## config.mk

```make
export PLATFORM = sky130hd
export DESIGN_NAME = sast_front
export DESIGN_NICKNAME = d
export VERILOG_FILES = /design/src/rtl/sast_pkg.sv /design/src/rtl/sast_front.sv
export SDC_FILE = /design/constraint.sdc
export NUM_CORES = 1
export LEC_CHECK = 0
export BUFFER_PORTS_ARGS = -buffer_cell sky130_fd_sc_hd__buf_2
export CAP_MARGIN = 20
export CORE_ASPECT_RATIO = 0.8
export CORE_MARGIN = 2
export CORE_UTILIZATION = 51
export CTS_CLUSTER_SIZE = 24
export DETAILED_ROUTE_END_ITERATION = 8
export PLACE_DENSITY = 0.83
export SYNTH_ARGS = -nofsm -noshare
export SYNTH_HDL_FRONTEND = slang
export SYNTH_SLANG_ARGS = --single-unit
```

## constraint.sdc

```tcl
create_clock -name clk -period 4.6 [get_ports clk]
set_clock_uncertainty 0.05 [all_clocks]
set_input_delay 0.92 -clock clk [delete_from_list [all_inputs] [get_ports clk]]
set_output_delay 0.92 -clock clk [all_outputs]
set_load 0.05 [all_outputs]
```

## src/rtl/sast_pkg.sv

```systemverilog
// sast_pkg: shared types and codes for the sorted address symbol table
// no dependencies
package sast_pkg;
	localparam logic [1:0] REQ_INSERT = 2'd0;
	localparam logic [1:0] REQ_LOOKUP = 2'd1;
	localparam logic [1:0] REQ_CLEAR  = 2'd2;

	localparam logic [2:0] ST_INSERTED = 3'd0;
	localparam logic [2:0] ST_DUP      = 3'd1;
	localparam logic [2:0] ST_FULL     = 3'd2;
	localparam logic [2:0] ST_EXACT    = 3'd3;
	localparam logic [2:0] ST_NEAR     = 3'd4;
	localparam logic [2:0] ST_MISS     = 3'd5;
	localparam logic [2:0] ST_CLEARED  = 3'd6;

	localparam logic [31:0] NEAR_LIMIT_RESET = 32'h0020_0000;

	typedef struct packed {
		logic [1:0]  req_type;
		logic [31:0] address;
		logic [15:0] name_id;
	} sast_req_t;

	typedef struct packed {
		logic [2:0]  status;
		logic [15:0] found_id;
		logic [31:0] offset;
	} sast_rsp_t;
endpackage

```

## src/rtl/sast_front.sv

```systemverilog
// sast_front: accepts request items, drops unused codes, two-entry queue
// depends on sast_pkg
module sast_front
	import sast_pkg::*;
(
	input  logic        clk,
	input  logic        arst_n,
	input  logic        in_valid,
	output logic        in_ready,
	input  sast_req_t   in_req,
	output logic        q_valid,
	input  logic        q_ready,
	output sast_req_t   q_req
);
	sast_req_t  mem_q [2];
	logic       wr_q, rd_q;
	logic [1:0] cnt_q;
	logic       push, pop, legal;

	assign legal    = (in_req.req_type == REQ_INSERT) || (in_req.req_type == REQ_LOOKUP)
		|| (in_req.req_type == REQ_CLEAR);
	assign in_ready = (cnt_q != 2'd2);
	assign push     = in_valid && in_ready && legal;
	assign q_valid  = (cnt_q != 2'd0);
	assign pop      = q_valid && q_ready;
	assign q_req    = mem_q[rd_q];

	always_ff @(posedge clk) begin
		if (push) mem_q[wr_q] <= in_req;
	end

	always_ff @(posedge clk or negedge arst_n) begin
		if (!arst_n) begin
			wr_q  <= 1'b0;
			rd_q  <= 1'b0;
			cnt_q <= 2'd0;
		end else begin
			if (push) wr_q <= ~wr_q;
			if (pop) rd_q <= ~rd_q;
			cnt_q <= cnt_q + {1'b0, push} - {1'b0, pop};
		end
	end
endmodule

```

==> key figures, run 1 <==
Detailed routing
  – Via count: 1,972
  – DRC: 0
  – Final wirelength: 6222 um
  – Detail Route Antenna Nets: 0
  – Per-cell routed wire length: 16.12 um
  – Initial DRC Count: 47
  – First-pass iteration count of the detailed router: 4
  – DR vias/cell: 5.109

Finish
  – Share of layout cells above drive strength 1: 60.47%
  – Fillers: 524
  – Fin cells: 386
  – Layout area overhead: 22.15%
  – Ant diodes: 0
  – Final #Nets: 348

Synthesis
  – Warnings, synthesis: 0
  – Top cells by area, synth: edfxtp_1 (78%), mux2_2 (15%), dfrtp_1 (2.6%)
  – Most instantiated cells after synthesis: edfxtp_1 (100), mux2_2 (50), buf_2 (4), dfrtp_1 (4), nand2_1 (3)
  – Post-synth cell types: 21
  – Syn nets: 235
  – Ys async rst share: 3.846%
  – Syn Inst Count: 180
  – Register area share after synthesis: 80.68%
  – Dominant synthesized flop cell: edfxtp_1
  – Top cell type's share of synthesized area: 78.07%
  – Number of synthesized flops with an enable pin: 100
  – Syn Area/Cell: 21.37 um^2
  – Synth Cell Area: 0.003846 mm^2
  – Post-synthesis register bit count: 104
  – Dominant cell type by area after synthesis: edfxtp_1
  – Most common cell in the synthesized netlist: edfxtp_1

CTS
  – Post_cts resized: 0
  – Hold_buf cts: 0
  – CTS Buffer Depth: 2
  – TritonCTS clock tree: yes
  – Clk root buf: clkbuf_8
  – Clk pin slew, worst setup/hold paths: 0.08 ns
  – Clk sink count: 104
  – Clk Latency, worst-skew pair: 0.34 ns
  – Cts bufs inserted: 9
  – # Post-CTS Setup Buffers: 0
  – H-tree depth: 3

Floorplanning
  – Die X-Extent: 101.1 um
  – Die Y: 81.68 um
  – IO Pins: 106
  – Initial Utilization: 52.28%
  – FP Rows: 28
  – Die ar.: 0.008257 mm^2
  – Core ar.: 0.007357 mm^2

Placement
  – Port Buf Inserts: 105
  – RD Place Congestion: 0.7335
  – Post-placement cell count: 371
  – Detailed placement HPWL: 4076 um

Worst setup path
  – Critical-path top delay cell: dfrtp_2
  – Setup crit start kind: flop
  – CP peak stage delay: 0.60 ns
  – FF-to-FF End: mem_q[0][16]
  – CP Launch Point: rd_q
  – Worst reg-to-reg path cell count: 4
  – Flop2flop setup slack: 2.44 ns
  – Critical path peak fanout: 37
  – Critical Path RT: 3.63 ns
  – Crit-path cells: buf_12 -> mux2_2 -> buf_2
  – Worst path arrival time: 1.84 ns
  – Crit path capture type: primary output
  – FF-to-FF Start: cnt_q[0]
  – CP Class: reg2out

Timing
  – Final Max Tran Viols: 0
  – FMAX: 355.4 MHz
  – RSZ-0062 raised after global routing: false
  – Total Neg Setup Slack: 0 ns
  – Final period util: 61.16%
  – Hold Fails Final Rpt: 0
  – Worst-Margin Slew: 0.6513 ns
  – Relative max-transition margin: 56.58%
  – Post-route minimum period: 2.814 ns
  – # setup viols final: 0

Power
  – P per Cell Area: 695.8 mW/mm^2
  – Lkg Pwr: 1.761 nW
  – Worst VDD drop: 0.3870 mV

Hold path
  – Hold Path Class: in2async

Flow run
  – Total of max-cap violations: 0

GRT
  – Pin count of the biggest net entering global routing: 52
  – Total track usage: 15.36%
  – Initial antenna violation count: 0
  – Vias in the first global route: 1,876
  – Global route overflow: 0
  – Global-route wire length before repair: 9177 um

Run status
  – Outcome: complete, no violations
## sequential cells by signal (all words and copies together), names as in the netlist
signal,count
cnt_q,2
mem_q,100
rd_q,1
wr_q,1
## worst max-delay path by stage
| stage | end | slack, ns | cells after the start |
|---|---|---|---|
| 2_1_floorplan | mem_q[0][0] | 0.74 | 3 |
| 3_3_place_gp | mem_q[0][19] | 1.82 | 5 |
| 3_5_place_dp | mem_q[0][13] | 1.77 | 5 |
| 4_1_cts | q_req[24] | 1.42 | 2 |
| 5_1_grt | q_req[26] | 1.69 | 3 |
| 6_report | q_req[26] | 1.79 | 3 |
## logic make-up (layout without fill, tap and decap cells)
group | count (synthesis) | count (layout) | synth area share, %
adders and majority gates | 1 | 1 | 0.3253
muxes | 50 | 50 | 14.64
and+or+nand+nor | 11 | 11 | 1.594
buffers and inverters | 6 | 122 | 0.9108
DFF | 104 | 104 | 80.68
xor gates and xnor gates | 3 | 3 | 0.6833
AOI/OAI and AO/OA | 5 | 5 | 1.171
## stage by stage
step / instance area [um^2] / utilization (%) / total power [mW] / setup WS [ns] / hold slack (ns)
finish: 4698 / 63.86 / 3.269 / 1.786 / 0.3081
CTS: 4678 / 63.59 / 3.288 / 1.423 / 0.2930
global placement: 4473 / 60.80 / 2.684 / 1.815 / 0.4857
floorplan: 3846 / - / 2.430 / 0.7421 / 0.4092
global route: 4698 / 63.86 / 3.413 / 1.687 / 0.2848
detailed placement: 4473 / 60.80 / 2.706 / 1.771 / 0.4938
## cell usage in the layout (no fill, tap or decap)
cell type	instances
buf_2	105
edfxtp_1	100
mux2_2	50
clkbuf_8	9
nand2_1	3
dfrtp_1	3
xnor2_1	2
bufinv_16	2
buf_4	2
a21boi_4	1
a21oi_2	1
a21oi_1	1
and2b_1	1
nor3_2	1
xor2_1	1
a211oi_1	1
nand3_1	1
o21ai_0	1
nor2_1	1
nand2b_1	1
and3_2	1
or2_2	1
nor2_4	1
ha_1	1
clkinv_2	1
inv_6	1
clkinvlp_4	1
buf_12	1
dfrtp_2	1
## report_power, final
group | leakage [nW] | internal [mW] | switching (mW) | total, mW
combinational | 0.691 | 0.391 | 0.978 | 1.37
clock | 0.102 | 0.301 | 0.280 | 0.582
sequential | 0.968 | 1.24 | 0.0768 | 1.32
## cell type report
type	instances	area [um^2]	area share, %
well taps	90	112.6	2.397
flip-flops and latches	104	3104	66.07
clock inverters	5	81.33	1.731
clock buffers	9	123.9	2.636
repair buffers	108	560.5	11.93
multi-input cells	70	715.7	15.23
## metal layers
metal  vias up  share of wire (%)  GRT usage, %  wire [um]
met3         5                6.8         5.362        423
li1        930                  -             -          -
met4         0               0.82         5.270         51
met5         -                  0             0          0
met2        72                 49         25.43       3024
met1       965                 44         19.10       2723
## critical path: cells and delay by family, from the launching register on
kind | cells | cell delay [ns]
flip-flops | 1 | 0.60
buffers and inverters | 2 | 0.48
multiplexers | 1 | 0.38
Power figures use the tool's default switching activity.
==> inputs of run 2 (changes only) <==
--- a/config.mk
+++ b/config.mk
@@ -9,10 +9,10 @@
 export CAP_MARGIN = 20
 export CORE_ASPECT_RATIO = 0.8
 export CORE_MARGIN = 2
-export CORE_UTILIZATION = 51
+export CORE_UTILIZATION = 46
 export CTS_CLUSTER_SIZE = 24
 export DETAILED_ROUTE_END_ITERATION = 8
-export PLACE_DENSITY = 0.83
+export PLACE_DENSITY = 0.79
 export SYNTH_ARGS = -nofsm -noshare
 export SYNTH_HDL_FRONTEND = slang
 export SYNTH_SLANG_ARGS = --single-unit
==> constraint.sdc (replaced) <==
create_clock -name clk -period 2.55 [get_ports clk]
set_clock_uncertainty 0.05 [all_clocks]
set_input_delay 0.51 -clock clk [delete_from_list [all_inputs] [get_ports clk]]
set_output_delay 0.51 -clock clk [all_outputs]
set_load 0.05 [all_outputs]
==> key figures, run 2 (synthesis results as in run 1) <==
Worst setup path
  – Crit-path cells: buf_12 -> mux2_2 -> buf_2
  – Buf/Inv on CP: 2
  – Top delay family on crit path: flip-flops
  – Crit path capture type: primary output
  – FF-to-FF End: mem_q[1][40]
  – Critical Path RT: 1.99 ns
  – FF-to-FF Start: cnt_q[0]
  – Flop2flop setup slack: 0.91 ns
  – Setup crit start kind: flop
  – Worst path arrival time: 1.79 ns
  – Critical Path Stages: 3
  – CP peak stage delay: 0.63 ns
  – Critical-path top delay cell: dfrtp_2
  – CP Class: reg2out
  – Worst reg-to-reg path cell count: 3
  – Critical path peak fanout: 21

CTS
  – Post_cts resized: 0
  – Clk pin slew, worst setup/hold paths: 0.10 ns
  – TritonCTS clock tree: yes
  – Hold_buf cts: 1
  – Clk Latency, worst-skew pair: 0.35 ns
  – # Post-CTS Setup Buffers: 0
  – Cts bufs inserted: 9
  – Clk sink count: 104
  – Clk root buf: clkbuf_8
  – CTS Buffer Depth: 2
  – H-tree depth: 3

Finish
  – Most common cell after layout, fill and taps aside: buf_2
  – Reg with most FFs: mem_q
  – Layout area overhead: 23.88%
  – Top flop regs: mem_q: 100 flops, cnt_q: 2 flops
  – Final instance area: 0.004765 mm^2
  – Ant diodes: 0
  – Most frequent cells in the layout: buf_2 (105), edfxtp_1 (100), mux2_2 (50)
  – Fillers: 639
  – Fin cells: 411
  – Final #Nets: 353
  – Post-layout util: 59.42%
  – Share of layout cells above drive strength 1: 60.40%
  – Max reg flops: 100

Detailed routing
  – DRC: 0
  – Via count: 2,015
  – Final wirelength: 6529 um
  – Detail Route Antenna Nets: 0
  – Initial DRC Count: 40
  – Per-cell routed wire length: 15.89 um
  – DR vias/cell: 4.903
  – First-pass iteration count of the detailed router: 4

Floorplanning
  – FP Rows: 29
  – Core ar.: 0.008019 mm^2
  – Die X-Extent: 106.2 um
  – Die Y: 85.79 um
  – IO Pins: 106
  – Initial Utilization: 47.96%
  – Die ar.: 0.009113 mm^2

GRT
  – Initial antenna violation count: 0
  – Global route overflow: 0
  – Global-route wire length before repair: 10,370 um
  – Vias in the first global route: 2,128
  – Pin count of the biggest net entering global routing: 30
  – Total track usage: 15.21%

Hold path
  – Hold Path End: mem_q[0][22]
  – Hold Path Class: in2reg
  – Hold_sp: in_req[22]
  – WHS Path Cells: 1

Timing
  – Hold Fails Final Rpt: 0
  – Final period util: 92.10%
  – # setup viols final: 0
  – RSZ-0062 raised after global routing: false
  – Final Max Tran Viols: 0
  – Worst-Margin Slew: 0.4028 ns
  – Total Neg Setup Slack: 0 ns
  – Relative max-transition margin: 73.15%
  – FMAX: 425.8 MHz
  – Post-route minimum period: 2.349 ns

Placement
  – Post-placement cell count: 394
  – Detailed placement HPWL: 4392 um
  – RD Place Congestion: 0.6891
  – Placed cell area: 0.004558 mm^2
  – Port Buf Inserts: 105

Power
  – Lkg Pwr: 1.781 nW
  – P per Cell Area: 1239 mW/mm^2
  – Worst VDD drop: 0.7455 mV

Run status
  – Outcome: complete, no violations

Flow run
  – Total of max-cap violations: 0
[run 2: cell count changes in the layout (fill, tap and decap cells not counted), sizes merged]
cell	previous run	this run
clkbuf	9	10
bufinv	2	1
buf	108	112
clkinvlp	1	2
dlygate4sd3	0	1
clkinv	1	2
[run 2: worst max-delay path by stage]
stage	start	endpoint	slack (ns)
final	rd_q	q_req[27]	0.20
after global routing	rd_q	q_req[27]	0.11
after CTS	rd_q	q_req[27]	0.18
after detailed placement	rd_q	q_req[27]	0.59
after global placement	rd_q	q_req[27]	0.59
after floorplan	cnt_q[0]	mem_q[0][0]	0.21
[run 2: layout make-up]
type | count | area (um^2) | area share (%)
flip-flops and latches | 104 | 3104 | 65.15
multi-input cells | 70 | 715.7 | 15.02
repair buffers | 113 | 613.1 | 12.87
well taps | 108 | 135.1 | 2.836
clock buffers | 10 | 127.6 | 2.679
clock inverters | 6 | 68.82 | 1.444
[run 2: stage by stage]
stage | total power [mW] | setup WS (ns) | hold slack [ns]
floorplan | 4.382 | 0.2094 | 0.1644
global placement | 4.939 | 0.5893 | 0.2804
detailed placement | 4.977 | 0.5871 | 0.2811
CTS | 5.979 | 0.1804 | 0.2705
global route | 6.174 | 0.1099 | 0.2543
finish | 5.904 | 0.2014 | 0.2856
[run 2: metal layers]
metal / vias to the layer above / GRT usage (%) / wire [um]
li1: 942 / - / -
met1: 987 / 18.89 / 2715
met2: 79 / 25.06 / 3228
met3: 7 / 6.079 / 510
met4: 0 / 4.187 / 75
met5: - / 0 / 0
[run 2: where the power goes]
group          total, mW  internal (mW)  switching (mW)  leakage [nW]
registers           2.38           2.24           0.144         0.968
clock network      0.991          0.459           0.532        0.0921
logic               2.53          0.751            1.78         0.720
total               5.90           3.45            2.46          1.78
==> inputs of run 3 (changes only) <==
==> constraint.sdc (replaced) <==
create_clock -name clk -period 2.55 [get_ports clk]
set_clock_uncertainty 0.05 [all_clocks]
set_input_delay 0.1275 -clock clk [delete_from_list [all_inputs] [get_ports clk]]
set_output_delay 0.1275 -clock clk [all_outputs]
set_load 0.05 [all_outputs]
==> key figures, run 3 (synthesis results as in run 1) <==
Timing
  – Relative max-transition margin: 66.14%
  – RSZ-0062 raised after global routing: false
  – Worst-Margin Slew: 0.5079 ns
  – Post-route minimum period: 1.878 ns
  – FMAX: 532.5 MHz
  – # setup viols final: 0
  – Hold Fails Final Rpt: 0
  – Total Neg Setup Slack: 0 ns
  – Hold Slack: 0.03157 ns
  – Final Max Tran Viols: 0
  – Final period util: 73.65%

Finish
  – Fillers: 577
  – Flip-flop and latch area: 0.003104 mm^2
  – Multi-input combinational cell area: 715.7 um^2
  – Ant diodes: 0
  – Final instance area: 0.005225 mm^2
  – Most common cell after layout, fill and taps aside: buf_2
  – Layout area overhead: 35.85%
  – Reg with most FFs: mem_q
  – Final #Nets: 401
  – Max reg flops: 100
  – Most frequent cells in the layout: buf_2 (105), edfxtp_1 (100), dlygate4sd3_1 (51)
  – Share of layout cells above drive strength 1: 51.43%
  – Top flop regs: mem_q: 100 flops, cnt_q: 2 flops

Power
  – P_int: 3.447 mW
  – Gate power share: 44.3%
  – Pwr Total: 5.883 mW
  – Sequential share of power: 39.7%
  – Switching part of the total: 41.41%
  – Lkg Pwr: 1.975 nW
  – Clock power frac: 16.0%
  – Worst VDD drop: 0.7315 mV
  – P per Cell Area: 1126 mW/mm^2
  – Switching component of the power: 2.436 mW

GRT
  – Total track usage: 15.86%
  – Vias in the first global route: 2,315
  – Global route overflow: 0
  – Initial antenna violation count: 0
  – Pin count of the biggest net entering global routing: 34
  – Global-route wire length before repair: 10,800 um

Run status
  – Outcome: complete, no violations

CTS
  – Clk sink count: 104
  – Clk Latency, worst-skew pair: 0.35 ns
  – TritonCTS clock tree: yes
  – Clk root buf: clkbuf_8
  – Post_cts resized: 0
  – Cts bufs inserted: 9
  – Clk pin slew, worst setup/hold paths: 0.09 ns
  – CTS Buffer Depth: 2
  – H-tree depth: 3
  – # Post-CTS Setup Buffers: 0

Placement
  – RD Place Congestion: 0.7118
  – Detailed placement HPWL: 4140 um
  – Port Buf Inserts: 105
  – Placed cell area: 0.004531 mm^2

Floorplanning
  – Die ar.: 0.009113 mm^2
  – FP Rows: 29
  – Die X-Extent: 106.2 um
  – Die Y: 85.79 um
  – Core ar.: 0.008019 mm^2
  – Initial Utilization: 47.96%
  – IO Pins: 106

Worst setup path
  – Worst reg-to-reg path cell count: 3
  – Worst path arrival time: 1.87 ns
  – CP Launch Point: in_req[48]
  – Crit-path cells: dlygate4sd3_1 -> buf_2 -> a21boi_4 -> and3_2 -> buf_12
  – Flop2flop setup slack: 0.72 ns
  – CP Class: in2reg
  – Critical Path RT: 2.55 ns
  – CP peak stage delay: 0.55 ns
  – FF-to-FF Start: cnt_q[0]
  – Crit path to: mem_q[1][36]
  – FF-to-FF End: mem_q[1][36]
  – Setup crit start kind: input port
  – Critical-path top delay cell: and3_2
  – Crit path capture type: flop
  – Critical path peak fanout: 32

Detailed routing
  – Detail Route Antenna Nets: 0
  – Per-cell routed wire length: 15.34 um
  – DR vias/cell: 4.694
  – Final wirelength: 7028 um
  – Via count: 2,150
  – Initial DRC Count: 46
  – First-pass iteration count of the detailed router: 4
  – DRC: 0

Hold path
  – WHS Path Cells: 3
  – Hold Path Class: in2reg

Flow run
  – Total of max-cap violations: 0
-- run 3: stage by stage --
step | instances | utilization (%) | setup WS (ns)
after floorplan | 180 | - | 0.2094
after global placement | 392 | 56.50 | 0.7736
after detailed placement | 392 | 56.50 | 0.7097
after CTS | 458 | 65.16 | 0.6664
after global routing | 458 | 65.16 | 0.5874
final | 458 | 65.16 | 0.6720
-- run 3: timing repair --
action	in CTS	in global routing
hold buffers	51	0
setup endpoints to repair	0	0
hold endpoints to repair	104	0
-- run 3: worst max-delay path: cells and delay by family --
kind	cells	cell delay [ns]
buf+inv	3	0.96
simple gates	1	0.55
compound gates	1	0.21
-- run 3: layout make-up --
class	count	area share, %
clock buffers	9	2.371
repair buffers	161	20.79
well taps	108	2.586
multi-input cells	70	13.70
flip-flops and latches	104	59.41
clock inverters	6	1.149
-- run 3: metal layers --
| layer | share of wire, % | track usage, % | routed length, um | up-vias |
|---|---|---|---|---|
| met2 | 52 | 28.79 | 3624 | 80 |
| met1 | 40 | 17.66 | 2815 | 1024 |
| met5 | 0 | 0 | 0 | - |
| met4 | 1.5 | 5.263 | 107 | 0 |
| li1 | - | - | - | 1034 |
| met3 | 6.8 | 5.319 | 480 | 12 |
-- run 3: how the worst min path moves through the flow --
stage	startpoint	to	slack [ns]
final	q_ready	rd_q	0.03
after CTS	q_ready	rd_q	0.02
after detailed placement	arst_n	cnt_q[0]	-0.11
after floorplan	arst_n	cnt_q[0]	-0.22
after global placement	arst_n	cnt_q[1]	-0.11
after global routing	q_ready	rd_q	0.04
-- run 3: power groups by stage --
stage	combinational [mW]	clock, mW	sequential, mW
final	2.61	0.942	2.33
after global routing	2.74	1.02	2.36
after CTS	2.62	0.976	2.33
after detailed placement	2.55	0	2.37
after global placement	2.54	0	2.35
after floorplan	2.04	0	2.34
