===== src/rtl/sast_pkg.sv =====
// sast_pkg: shared types and codes for the sorted address symbol table
// no dependencies
package sast_pkg;
	localparam logic [1:0] REQ_INSERT = 2'd0;
	localparam logic [1:0] REQ_LOOKUP = 2'd1;
	localparam logic [1:0] REQ_CLEAR  = 2'd2;

	localparam logic [2:0] ST_INSERTED = 3'd0;
	localparam logic [2:0] ST_DUP      = 3'd1;
	localparam logic [2:0] ST_FULL     = 3'd2;
	localparam logic [2:0] ST_EXACT    = 3'd3;
	localparam logic [2:0] ST_NEAR     = 3'd4;
	localparam logic [2:0] ST_MISS     = 3'd5;
	localparam logic [2:0] ST_CLEARED  = 3'd6;

	localparam logic [31:0] NEAR_LIMIT_RESET = 32'h0020_0000;

	typedef struct packed {
		logic [1:0]  req_type;
		logic [31:0] address;
		logic [15:0] name_id;
	} sast_req_t;

	typedef struct packed {
		logic [2:0]  status;
		logic [15:0] found_id;
		logic [31:0] offset;
	} sast_rsp_t;
endpackage


===== src/rtl/sast_back.sv =====
// sast_back: result register between the search engine and m_axis
// depends on sast_pkg
module sast_back
	import sast_pkg::*;
(
	input  logic        clk,
	input  logic        arst_n,
	input  logic        in_valid,
	output logic        in_ready,
	input  sast_rsp_t   in_rsp,
	output logic        out_valid,
	input  logic        out_ready,
	output sast_rsp_t   out_rsp
);
	logic      valid_q;
	sast_rsp_t rsp_q;

	assign in_ready  = !valid_q || out_ready;
	assign out_valid = valid_q;
	assign out_rsp   = rsp_q;

	always_ff @(posedge clk or negedge arst_n) begin
		if (!arst_n) begin
			valid_q <= 1'b0;
		end else begin
			if (in_valid && in_ready) valid_q <= 1'b1;
			else if (out_ready) valid_q <= 1'b0;
		end
	end

	always_ff @(posedge clk) begin
		if (in_valid && in_ready) rsp_q <= in_rsp;
	end
endmodule


===== config.mk =====
export PLATFORM = sky130hd
export DESIGN_NAME = sast_back
export DESIGN_NICKNAME = d
export VERILOG_FILES = /design/src/rtl/sast_pkg.sv /design/src/rtl/sast_back.sv
export SDC_FILE = /design/constraint.sdc
export NUM_CORES = 1
export LEC_CHECK = 0
export ABC_AREA = 0
export ABC_CLOCK_PERIOD_IN_PS = 2300
export BUFFER_PORTS_ARGS = -buffer_cell sky130_fd_sc_hd__buf_2
export CAP_MARGIN = 20
export CORE_MARGIN = 5
export CORE_UTILIZATION = 30
export DETAILED_ROUTE_END_ITERATION = 12
export PLACE_DENSITY = 0.59
export RECOVER_POWER = 25
export SYNTH_ARGS = -nofsm -noshare
export SYNTH_HDL_FRONTEND = slang
export SYNTH_SLANG_ARGS = --single-unit

===== constraint.sdc =====
create_clock -name clk -period 2.3 [get_ports clk]
set_input_delay 0.69 -clock clk [delete_from_list [all_inputs] [get_ports clk]]
set_output_delay 0.69 -clock clk [all_outputs]
set_load 0.005 [all_outputs]

==> metrics.md, run 1 <==
| Metric | Value |
|---|---|
| Outcome | `completed` |
| Pre-CTS setup slack | `0.5624 ns` |
| Top-count cell post-synth | `edfxtp_1` |
| Syn Nets | `110` |
| Final period util | `between 70% and 80%` |
| TritonCTS clock tree | `done` |
| Buffers & Inverters on Critical Path | `2` |
| Area of the core | `between 5000 and 6000 sq um` |
| Global Route Usage Sum | `10.13%` |
| Die area | `6838 sq um` |
| DP HPWL | `between 2 and 3 mm` |
| P&R area growth vs syn | `48.93%` |
| Critical path class | `input port to primary output` |
| Slew headroom | `82.41%` |
| Setup crit end kind | `primary output` |
| Slowest cell on the critical path | `nand2b_4` |
| Top Family by Delay on Critical Path | `buffers and inverters` |
| Sink Count | `52` |
| CTS H-Tree Depth | `2` |
| Post-synth EDFFs | `51` |
| I/O Buffers | `around 110` |
| Initial Utilization | `a little under a third` |
| CTS Hold Bufs | `0` |
| Critical-path maximum fanout | `3` |
| Antenna Diode Count | `0` |
| Yosys reg bits | `52` |
| PwrDens | `828.9 nW/um^2` |
| First-pass iteration count of the detailed router | `4` |
| Initial antenna violation count | `0` |
| Synthesized instance count | `55` |
| Via count of the first global-routing pass | `roughly 1100` |
| Asr flop ratio synth | `1.923%` |
| Synth Area in Simple Gates | `about 1.8%` |
| Maximum vdd drop | `0.4633 mV` |
| Largest net degree at the start of global routing | `52` |
| Largest cells by area after synthesis | `edfxtp_1 97%, dfrtp_1 1.6%, nand2b_4 0.87%` |
| DR vias | `between 900 and 1000` |
| Post-synthesis sequential area ratio | `98.18%` |
| GR Overflow Total | `0` |
| Maxcap violations | `0` |
| Post-Synth XOR/XNOR Area | `0%` |
| Antenna-violating nets left | `0` |
| Final setup fails | `0` |
| Final Max Tran Viols | `0` |
| Area of placed instances | `between 2000 and 2500 sq um` |
| Clock Latency Late Sink | `0.29 ns` |
| Post-CTS Setup Inserts | `0` |
| Synth cell types | `5` |
| RSZ-0062 raised after global routing | `no` |
| Final hold slack | `0.1515 ns` |
| Class of the worst hold path | `input port to asynchronous set/reset pin` |
| Max Freq | `577.2 MHz` |
| Overall Power | `~2.0 mW` |
| Clk pin slew, worst setup/hold paths | `0.09 ns` |
| GPL Wtd Cong | `0.6904` |
| Largest family of logic cells by synthesized area | `simple AND/OR/NAND/NOR gates` |
| Synth warnings | `0` |
| CTS Buffer Depth | `2` |
| Mean post-synth cell area | `28.82 sq um` |
| Design Area, Final | `between 2000 and 2500 sq um` |
| Adder-cell share of the synthesized area | `0%` |
| Residual DRC | `0` |
| Worst setup margin | `0.5675 ns` |
| Critical Path RT | `1.61 ns` |
| Top-area cell type share of the netlist area | `between 90% and 100%` |
| Top cells by count, synth | `51 x edfxtp_1, 1 x and2_4, 1 x dfrtp_1, 1 x nand2b_1, 1 x nand2b_4` |
| Fraction of layout cells with a size suffix above 1 | `68.42%` |
| # IOs | `108` |
| # resized after CTS | `0` |
| Drt wl/cell | `14.13 um` |
| Chip width | `82.69 um` |
| Root buf cell | `clkbuf_8` |
| Crit path arrival time | `1.04 ns` |
| Tmin final | `1.733 ns` |
| Worst path cell trace | `buf_2 > nand2b_4 > buf_2` |
| Post-synthesis mux area share | `0%` |
| Final Hold Fails | `0` |
| CP Launch Type | `input port` |
| Clock buffer count from CTS | `5` |
| Most used cell, CP | `buf_2` |
| CP max stage delay | `~0.13 ns` |
| Setup TNS | `0 ns` |
| Prevailing post-synth register cell | `edfxtp_1` |
| Clock Skew | `0.007908 ns` |
| Initial DRC count | `30` |
| Slew @ Worst Pin | `roughly 0.26 ns` |
| Cell taking the most area after synthesis | `edfxtp_1` |
| Compound-Gate Fraction of Synth Area | `0%` |
| Site Rows | `26` |
| Leakage | `between 1 and 1.5 nW` |
| Routed wire length | `3.405 mm` |
| Via density | `3.992` |
| Post-Syn Area | `~1600 sq um` |
| First-pass GRT wire length | `4.981 mm` |
| Die height | `around 83 um` |
| Final nets | `225` |
## state kept, by name, summed over array words and instances, names as in the netlist
name	count
out_rsp	51
out_valid	1
## area by class of cell
type / count / area [sq um]
clock inverters: 2 / 60.06
repair buffers: 108 / 555.5
well taps: 70 / 87.58
flip-flops and latches: 52 / 1556
clock buffers: 6 / 72.57
fillers: 467 / 2746
multi-input cells: 3 / 28.78
## power by group
part	leakage, nW	total [mW]	switching, mW	internal, mW
logic	0.445	0.133	0.0623	0.0710
registers	0.496	1.11	0.0120	1.10
clock network	0.0654	0.710	0.275	0.435
total	1.01	1.96	0.350	1.61
## through the flow
step | util [%] | cells
2_1_floorplan | - | 55
3_3_place_gp | 43.63 | 233
3_5_place_dp | 43.63 | 233
4_1_cts | 46.23 | 241
5_1_grt | 46.23 | 241
6_report | 46.23 | 241
## layout by cell type, fill, tap and decap left out
master / instances
and2_4: 1
buf_12: 1
buf_2: 107
bufinv_16: 2
clkbuf_1: 1
clkbuf_8: 5
dfrtp_1: 1
edfxtp_1: 51
nand2b_1: 1
nand2b_4: 1
## per-layer routing
| metal | global-route usage [%] | vias to the layer above | routed length (um) |
|---|---|---|---|
| li1 | - | 446 | - |
| met1 | 10.84 | 445 | 1155 |
| met2 | 15.87 | 66 | 1690 |
| met3 | 6.074 | 5 | 493 |
| met4 | 4.902 | 0 | 66 |
| met5 | 0 | - | 0 |
## path summary, 6_finish.rpt
kind	slack [ns]	from	depth (start not counted)	to
max reg2reg	1.05	out_valid	3	out_rsp[0]
min reg2reg	0.56	out_valid	2	out_valid
max in group asynchronous	2.06	arst_n	1	out_valid
max	0.57	out_ready	3	in_ready
min	0.15	arst_n	1	out_valid
min in group clk	0.56	out_valid	2	out_valid
## cells by family (layout without fill, tap and decap cells)
group         count (synthesis)  count (layout)
buf+inv                       0             116
flops                        52              52
simple gates                  3               3
Note: power is estimated with default switching activity, not from simulation.
==> run 2: changes to the inputs <==
--- a/config.mk
+++ b/config.mk
@@ -6,7 +6,7 @@
 export NUM_CORES = 1
 export LEC_CHECK = 0
 export ABC_AREA = 0
-export ABC_CLOCK_PERIOD_IN_PS = 2300
+export ABC_CLOCK_PERIOD_IN_PS = 1800
 export BUFFER_PORTS_ARGS = -buffer_cell sky130_fd_sc_hd__buf_2
 export CAP_MARGIN = 20
 export CORE_MARGIN = 5
==> constraint.sdc (replaced) <==
create_clock -name clk -period 1.8 [get_ports clk]
set_input_delay 0.54 -clock clk [delete_from_list [all_inputs] [get_ports clk]]
set_output_delay 0.54 -clock clk [all_outputs]
set_load 0.005 [all_outputs]
==> metrics.md, run 2 (synthesis results as in run 1) <==
| Metric | Value |
|---|---|
| Clock Skew | `0.007690 ns (was 0.007908 ns)` |
| Critical path class | `register to primary output (was input port to primary output)` |
| Commonest non-fill, non-tap cells in the layout | `107 x buf_2, 51 x edfxtp_1, 5 x clkbuf_8, 2 x bufinv_16 (unchanged)` |
| GPL Wtd Cong | `0.6908 (was 0.6904)` |
| Die area | `6838 sq um (unchanged)` |
| DR vias | `967 (was 962)` |
| Crit path arrival time | `0.91 ns (was 1.04 ns)` |
| I/O Buffers | `107 (unchanged)` |
| Final non-filler cell total | `242 (was 241)` |
| Class of the worst hold path | `input port to register (was input port to asynchronous set/reset pin)` |
| Clock Latency Late Sink | `0.29 ns (about the same)` |
| Setup crit end kind | `primary output (unchanged)` |
| Root buf cell | `clkbuf_8 (unchanged)` |
| Maximum vdd drop | `0.6068 mV (was 0.4633 mV)` |
| TritonCTS clock tree | `done (unchanged)` |
| Setup TNS | `0 ns (unchanged)` |
| Area of the core | `5107 sq um (unchanged)` |
| CTS H-Tree Depth | `2 (unchanged)` |
| Largest net degree at the start of global routing | `52 (unchanged)` |
| Drt wl/cell | `14.12 um (was 14.13 um)` |
| Site Rows | `26 (unchanged)` |
| Slew headroom | `81.83% (was 82.41%)` |
| Antenna Diode Count | `0 (unchanged)` |
| Final period util | `80.49%` |
| Global Route Usage Sum | `10.45% (was 10.13%)` |
| Leakage | `1.011 nW (was 1.007 nW)` |
| Slew @ Worst Pin | `0.2725 ns (was 0.2638 ns)` |
| # IOs | `108 (unchanged)` |
| First-pass iteration count of the detailed router | `3 (was 4)` |
| Initial antenna violation count | `0 (unchanged)` |
| First-pass GRT wire length | `5.043 mm (was 4.981 mm)` |
| Post-CTS Setup Inserts | `0 (unchanged)` |
| Maxcap violations | `0 (unchanged)` |
| Residual DRC | `0 (unchanged)` |
| Fraction of layout cells with a size suffix above 1 | `68.02% (was 68.42%)` |
| DP Cell Count | `233 (unchanged)` |
| Outcome | `completed (unchanged)` |
| P_sw | `0.4432 mW (was 0.3496 mW)` |
| Final Hold Fails | `0 (unchanged)` |
| Most common cell after layout, fill and taps aside | `buf_2 (unchanged)` |
| Antenna-violating nets left | `0 (unchanged)` |
| Chip width | `82.69 um (unchanged)` |
| Via density | `3.996 (was 3.992)` |
| CTS Buffer Depth | `2 (unchanged)` |
| Clk pin slew, worst setup/hold paths | `0.09 ns (about the same)` |
| Routed wire length | `3.418 mm (was 3.405 mm)` |
| Max Freq | `a little under 700 MHz` |
| Initial Utilization | `31.04% (unchanged)` |
| GR Overflow Total | `0 (unchanged)` |
| FF-to-FF setup slack | `0.55 ns (was 1.05 ns)` |
| Gate power share | `6.9% (was 6.8%)` |
| Die height | `82.69 um (unchanged)` |
| PwrDens | `1054 nW/um^2 (was 828.9 nW/um^2)` |
| Sink Count | `52 (unchanged)` |
| Clock buffer count from CTS | `5 (unchanged)` |
| Clock power share | `36.2% (was 36.3%)` |
| RSZ-0062 raised after global routing | `no (unchanged)` |
| Overall Power | `2.498 mW (was 1.957 mW)` |
| Largest register FFs | `51 (unchanged)` |
| Switching share of power | `17.74% (was 17.86%)` |
| Final setup fails | `0 (unchanged)` |
| Final nets | `226 (was 225)` |
| Final Max Tran Viols | `0 (unchanged)` |
| Part of the power in registers | `57.0% (was 56.9%)` |
| Critical-path maximum fanout | `3 (unchanged)` |
| Via count of the first global-routing pass | `1089 (was 1064)` |
| P&R area growth vs syn | `49.57% (was 48.93%)` |
| Tmin final | `1.449 ns` |
| Internal | `2.055 mW (was 1.607 mW)` |
| # resized after CTS | `0 (unchanged)` |
| Initial DRC count | `32 (was 30)` |
| CP Launch Type | `register (was input port)` |
| Critical Path RT | `1.26 ns (was 1.61 ns)` |
==> run 2: cell count changes in the layout (fill, tap and decap cells not counted) <==
cell           delta
dlygate4sd3_1     +1
==> run 2: path summary, 6_finish.rpt <==
path | startpoint | end | cells past startpoint
setup / recovery | out_valid | in_ready | 2
hold / removal | in_rsp[28] | out_rsp[28] | 1
setup reg to reg | out_valid | out_rsp[3] | 3
hold reg to reg | out_valid | out_valid | 2
max in group asynchronous | arst_n | out_valid | 2
min in group asynchronous | arst_n | out_valid | 2
==> run 2: timing repair <==
action                                 CTS  global route
endpoints found under the hold margin    1             0
hold buffers                             1             0
setup endpoints to repair                0             0
==> run 2: final cells by class <==
cell class / instances / area [sq um]
Fill cell: 463 / 2736
Sequential cell: 52 / 1556
Timing Repair Buffer: 109 / 565.5
Tap cell: 70 / 87.58
Clock buffer: 6 / 72.57
Clock inverter: 2 / 60.06
Multi-Input combinational cell: 3 / 28.78
==> run 2: metal layers <==
| layer | wire length [um] | global-route usage, % | up-vias | part of all wire [%] |
|---|---|---|---|---|
| li1 | - | - | 447 | - |
| met3 | 522 | 7.158 | 5 | 15 |
| met1 | 1115 | 10.60 | 450 | 33 |
| met4 | 62 | 4.902 | 0 | 1.8 |
| met2 | 1718 | 16.43 | 65 | 50 |
| met5 | 0 | 0 | - | 0 |
==> run 2: worst max-delay path, stage by stage, from the launching register on <==
cell	delay [ns]
dfrtp_1	0.42
nand2b_4	0.09
buf_2	0.11
==> run 2: per-stage QoR <==
step	setup WS, ns	hold WS (ns)	utilization [%]	area [sq um]
floorplan	0.3129	0.2444	-	1585
global placement	0.3476	0.3234	43.63	2228
detailed placement	0.3196	0.3215	43.63	2228
CTS	0.3370	0.3949	46.42	2371
global route	0.2890	0.3816	46.42	2371
finish	0.3512	0.4145	46.42	2371
==> run 2: power groups by stage <==
stage / Clock, mW / Combinational [mW] / Sequential (mW)
after floorplan: 0 / 0.0272 / 1.46
after global placement: 0 / 0.170 / 1.45
after detailed placement: 0 / 0.175 / 1.45
after CTS: 0.944 / 0.176 / 1.43
after global routing: 0.998 / 0.192 / 1.43
final: 0.904 / 0.171 / 1.42
==> run 3: changes to the inputs <==
--- a/config.mk
+++ b/config.mk
@@ -6,7 +6,7 @@
 export NUM_CORES = 1
 export LEC_CHECK = 0
 export ABC_AREA = 0
-export ABC_CLOCK_PERIOD_IN_PS = 1800
+export ABC_CLOCK_PERIOD_IN_PS = 1500
 export BUFFER_PORTS_ARGS = -buffer_cell sky130_fd_sc_hd__buf_2
 export CAP_MARGIN = 20
 export CORE_MARGIN = 5
==> constraint.sdc (replaced) <==
create_clock -name clk -period 1.5 [get_ports clk]
set_input_delay 0.45 -clock clk [delete_from_list [all_inputs] [get_ports clk]]
set_output_delay 0.45 -clock clk [all_outputs]
set_load 0.005 [all_outputs]
==> metrics.md, run 3 (synthesis results as in run 1) <==
| Metric | Value |
|---|---|
| Outcome | `completed (unchanged)` |
| Via count of the first global-routing pass | `1101 (was 1089)` |
| Antenna-violating nets left | `0 (unchanged)` |
| Global Route Usage Sum | `10.61% (was 10.45%)` |
| Initial DRC count | `34 (was 32)` |
| Class of the worst hold path | `input port to register (unchanged)` |
| CTS H-Tree Depth | `2 (unchanged)` |
| Antenna Diode Count | `0 (unchanged)` |
| Critical-path maximum fanout | `3 (unchanged)` |
| Chip width | `82.69 um (unchanged)` |
| Maximum vdd drop | `0.6064 mV (was 0.6068 mV)` |
| Final hold slack | `0.3242 ns (was 0.4145 ns)` |
| Clock Latency Late Sink | `0.29 ns (about the same)` |
| Largest register FFs | `51 (unchanged)` |
| TritonCTS clock tree | `done (unchanged)` |
| Max Freq | `738.6 MHz` |
| Slew @ Worst Pin | `0.1482 ns (was 0.2725 ns)` |
| Via density | `3.979 (was 3.996)` |
| Setup TNS | `0 ns (unchanged)` |
| Tmin final | `1.354 ns` |
| First-pass iteration count of the detailed router | `2 (was 3)` |
| Clock buffer count from CTS | `5 (unchanged)` |
| Drt wl/cell | `14.20 um (was 14.12 um)` |
| DP Cell Count | `234 (was 233)` |
| Residual DRC | `0 (unchanged)` |
| Maxcap violations | `0 (unchanged)` |
| Post-CTS Setup Inserts | `0 (unchanged)` |
| Final period util | `90.26%` |
| I/O Buffers | `107 (unchanged)` |
| Worst setup margin | `0.1462 ns (was 0.3512 ns)` |
| First-pass GRT wire length | `5.092 mm (was 5.043 mm)` |
| Leakage | `1.020 nW (was 1.011 nW)` |
| PwrDens | `1256 nW/um^2 (was 1054 nW/um^2)` |
| Clock Skew | `0.008599 ns (was 0.007690 ns)` |
| CTS Buffer Depth | `2 (unchanged)` |
| Final setup fails | `0 (unchanged)` |
| Util after Layout | `46.82% (was 46.42%)` |
| Final Max Tran Viols | `0 (unchanged)` |
| Critical path class | `register to primary output (unchanged)` |
| Critical Path RT | `1.05 ns (was 1.26 ns)` |
| DR vias | `967 (unchanged)` |
| Die height | `82.69 um (unchanged)` |
| Clk pin slew, worst setup/hold paths | `0.09 ns (about the same)` |
| Pre-CTS setup slack | `0.1024 ns (was 0.3196 ns)` |
| Initial Utilization | `31.04% (unchanged)` |
| Largest net degree at the start of global routing | `26 (was 52)` |
| Site Rows | `26 (unchanged)` |
| Setup crit end kind | `primary output (unchanged)` |
| RSZ-0062 raised after global routing | `no (unchanged)` |
| Routed wire length | `3.450 mm (was 3.418 mm)` |
| Most common cell after layout, fill and taps aside | `buf_2 (unchanged)` |
| GPL Wtd Cong | `0.6833 (was 0.6908)` |
| Slew headroom | `90.12% (was 81.83%)` |
| Area of the core | `5107 sq um (unchanged)` |
| Final Hold Fails | `0 (unchanged)` |
| CP Launch Type | `register (unchanged)` |
| Commonest non-fill, non-tap cells in the layout | `107 x buf_2, 51 x edfxtp_1, 5 x clkbuf_8, 2 x bufinv_16, 2 x buf_12 (was 107 x buf_2, 51 x edfxtp_1, 5 x clkbuf_8, 2 x bufinv_16)` |
| P&R area growth vs syn | `50.83% (was 49.57%)` |
| Sink Count | `52 (unchanged)` |
| Root buf cell | `clkbuf_8 (unchanged)` |
| Crit path arrival time | `0.90 ns (was 0.91 ns)` |
| Initial antenna violation count | `0 (unchanged)` |
| GR Overflow Total | `0 (unchanged)` |
| Final nets | `227 (was 226)` |
| Fraction of layout cells with a size suffix above 1 | `68.21% (was 68.02%)` |
| # IOs | `108 (unchanged)` |
| Die area | `6838 sq um (unchanged)` |
| Final non-filler cell total | `243 (was 242)` |
[run 3: stage by stage]
stage | cell area (sq um) | power (mW)
detailed placement | 2248 | 1.962
floorplan | 1585 | 1.788
global route | 2391 | 3.150
finish | 2391 | 3.003
CTS | 2391 | 3.054
global placement | 2248 | 1.951
[run 3: area by class of cell]
cell class	instances	area [sq um]
timing repair buffer	110	585.6
clock buffer	6	72.57
multi-input combinational	3	28.78
fill	451	2716
clock inverter	2	60.06
sequential	52	1556
tap	70	87.58
[run 3: power breakdown]
part	leakage, nW	total (mW)	internal [mW]	switching, mW
logic	0.458	0.215	0.117	0.0979
registers	0.496	1.71	1.69	0.0192
clock network	0.0654	1.08	0.666	0.413
[run 3: path summary, 6_finish.rpt]
path | startpoint | endpoint | slack (ns) | depth (start not counted)
worst max-delay path | out_valid | in_ready | 0.15 | 2
worst min-delay path | in_rsp[12] | out_rsp[12] | 0.32 | 1
worst max register to register | out_valid | out_rsp[16] | 0.27 | 3
worst min register to register | out_valid | out_valid | 0.56 | 2
max in group asynchronous | arst_n | out_valid | 0.94 | 2
min in group asynchronous | arst_n | out_valid | 0.47 | 2
[run 3: worst max-delay path, cell delays in order (launching register included)]
cell and delay (ns):
dfrtp_1 0.42, nand2b_4 0.09, buf_2 0.11
[run 3: what timing repair did]
item                                   in CTS  in global routing
endpoints found under the hold margin       1                  0
hold buffers                                1                  0
gates resized for setup                     0                  0
[run 3: metal layers]
metal	part of all wire (%)	global-route usage, %	vias to the layer above	wire length (um)
met2	51	17.15	65	1763
li1	-	-	450	-
met3	14	5.965	6	493
met4	1.8	4.902	0	61
met1	33	11.25	446	1132
met5	0	0	-	0
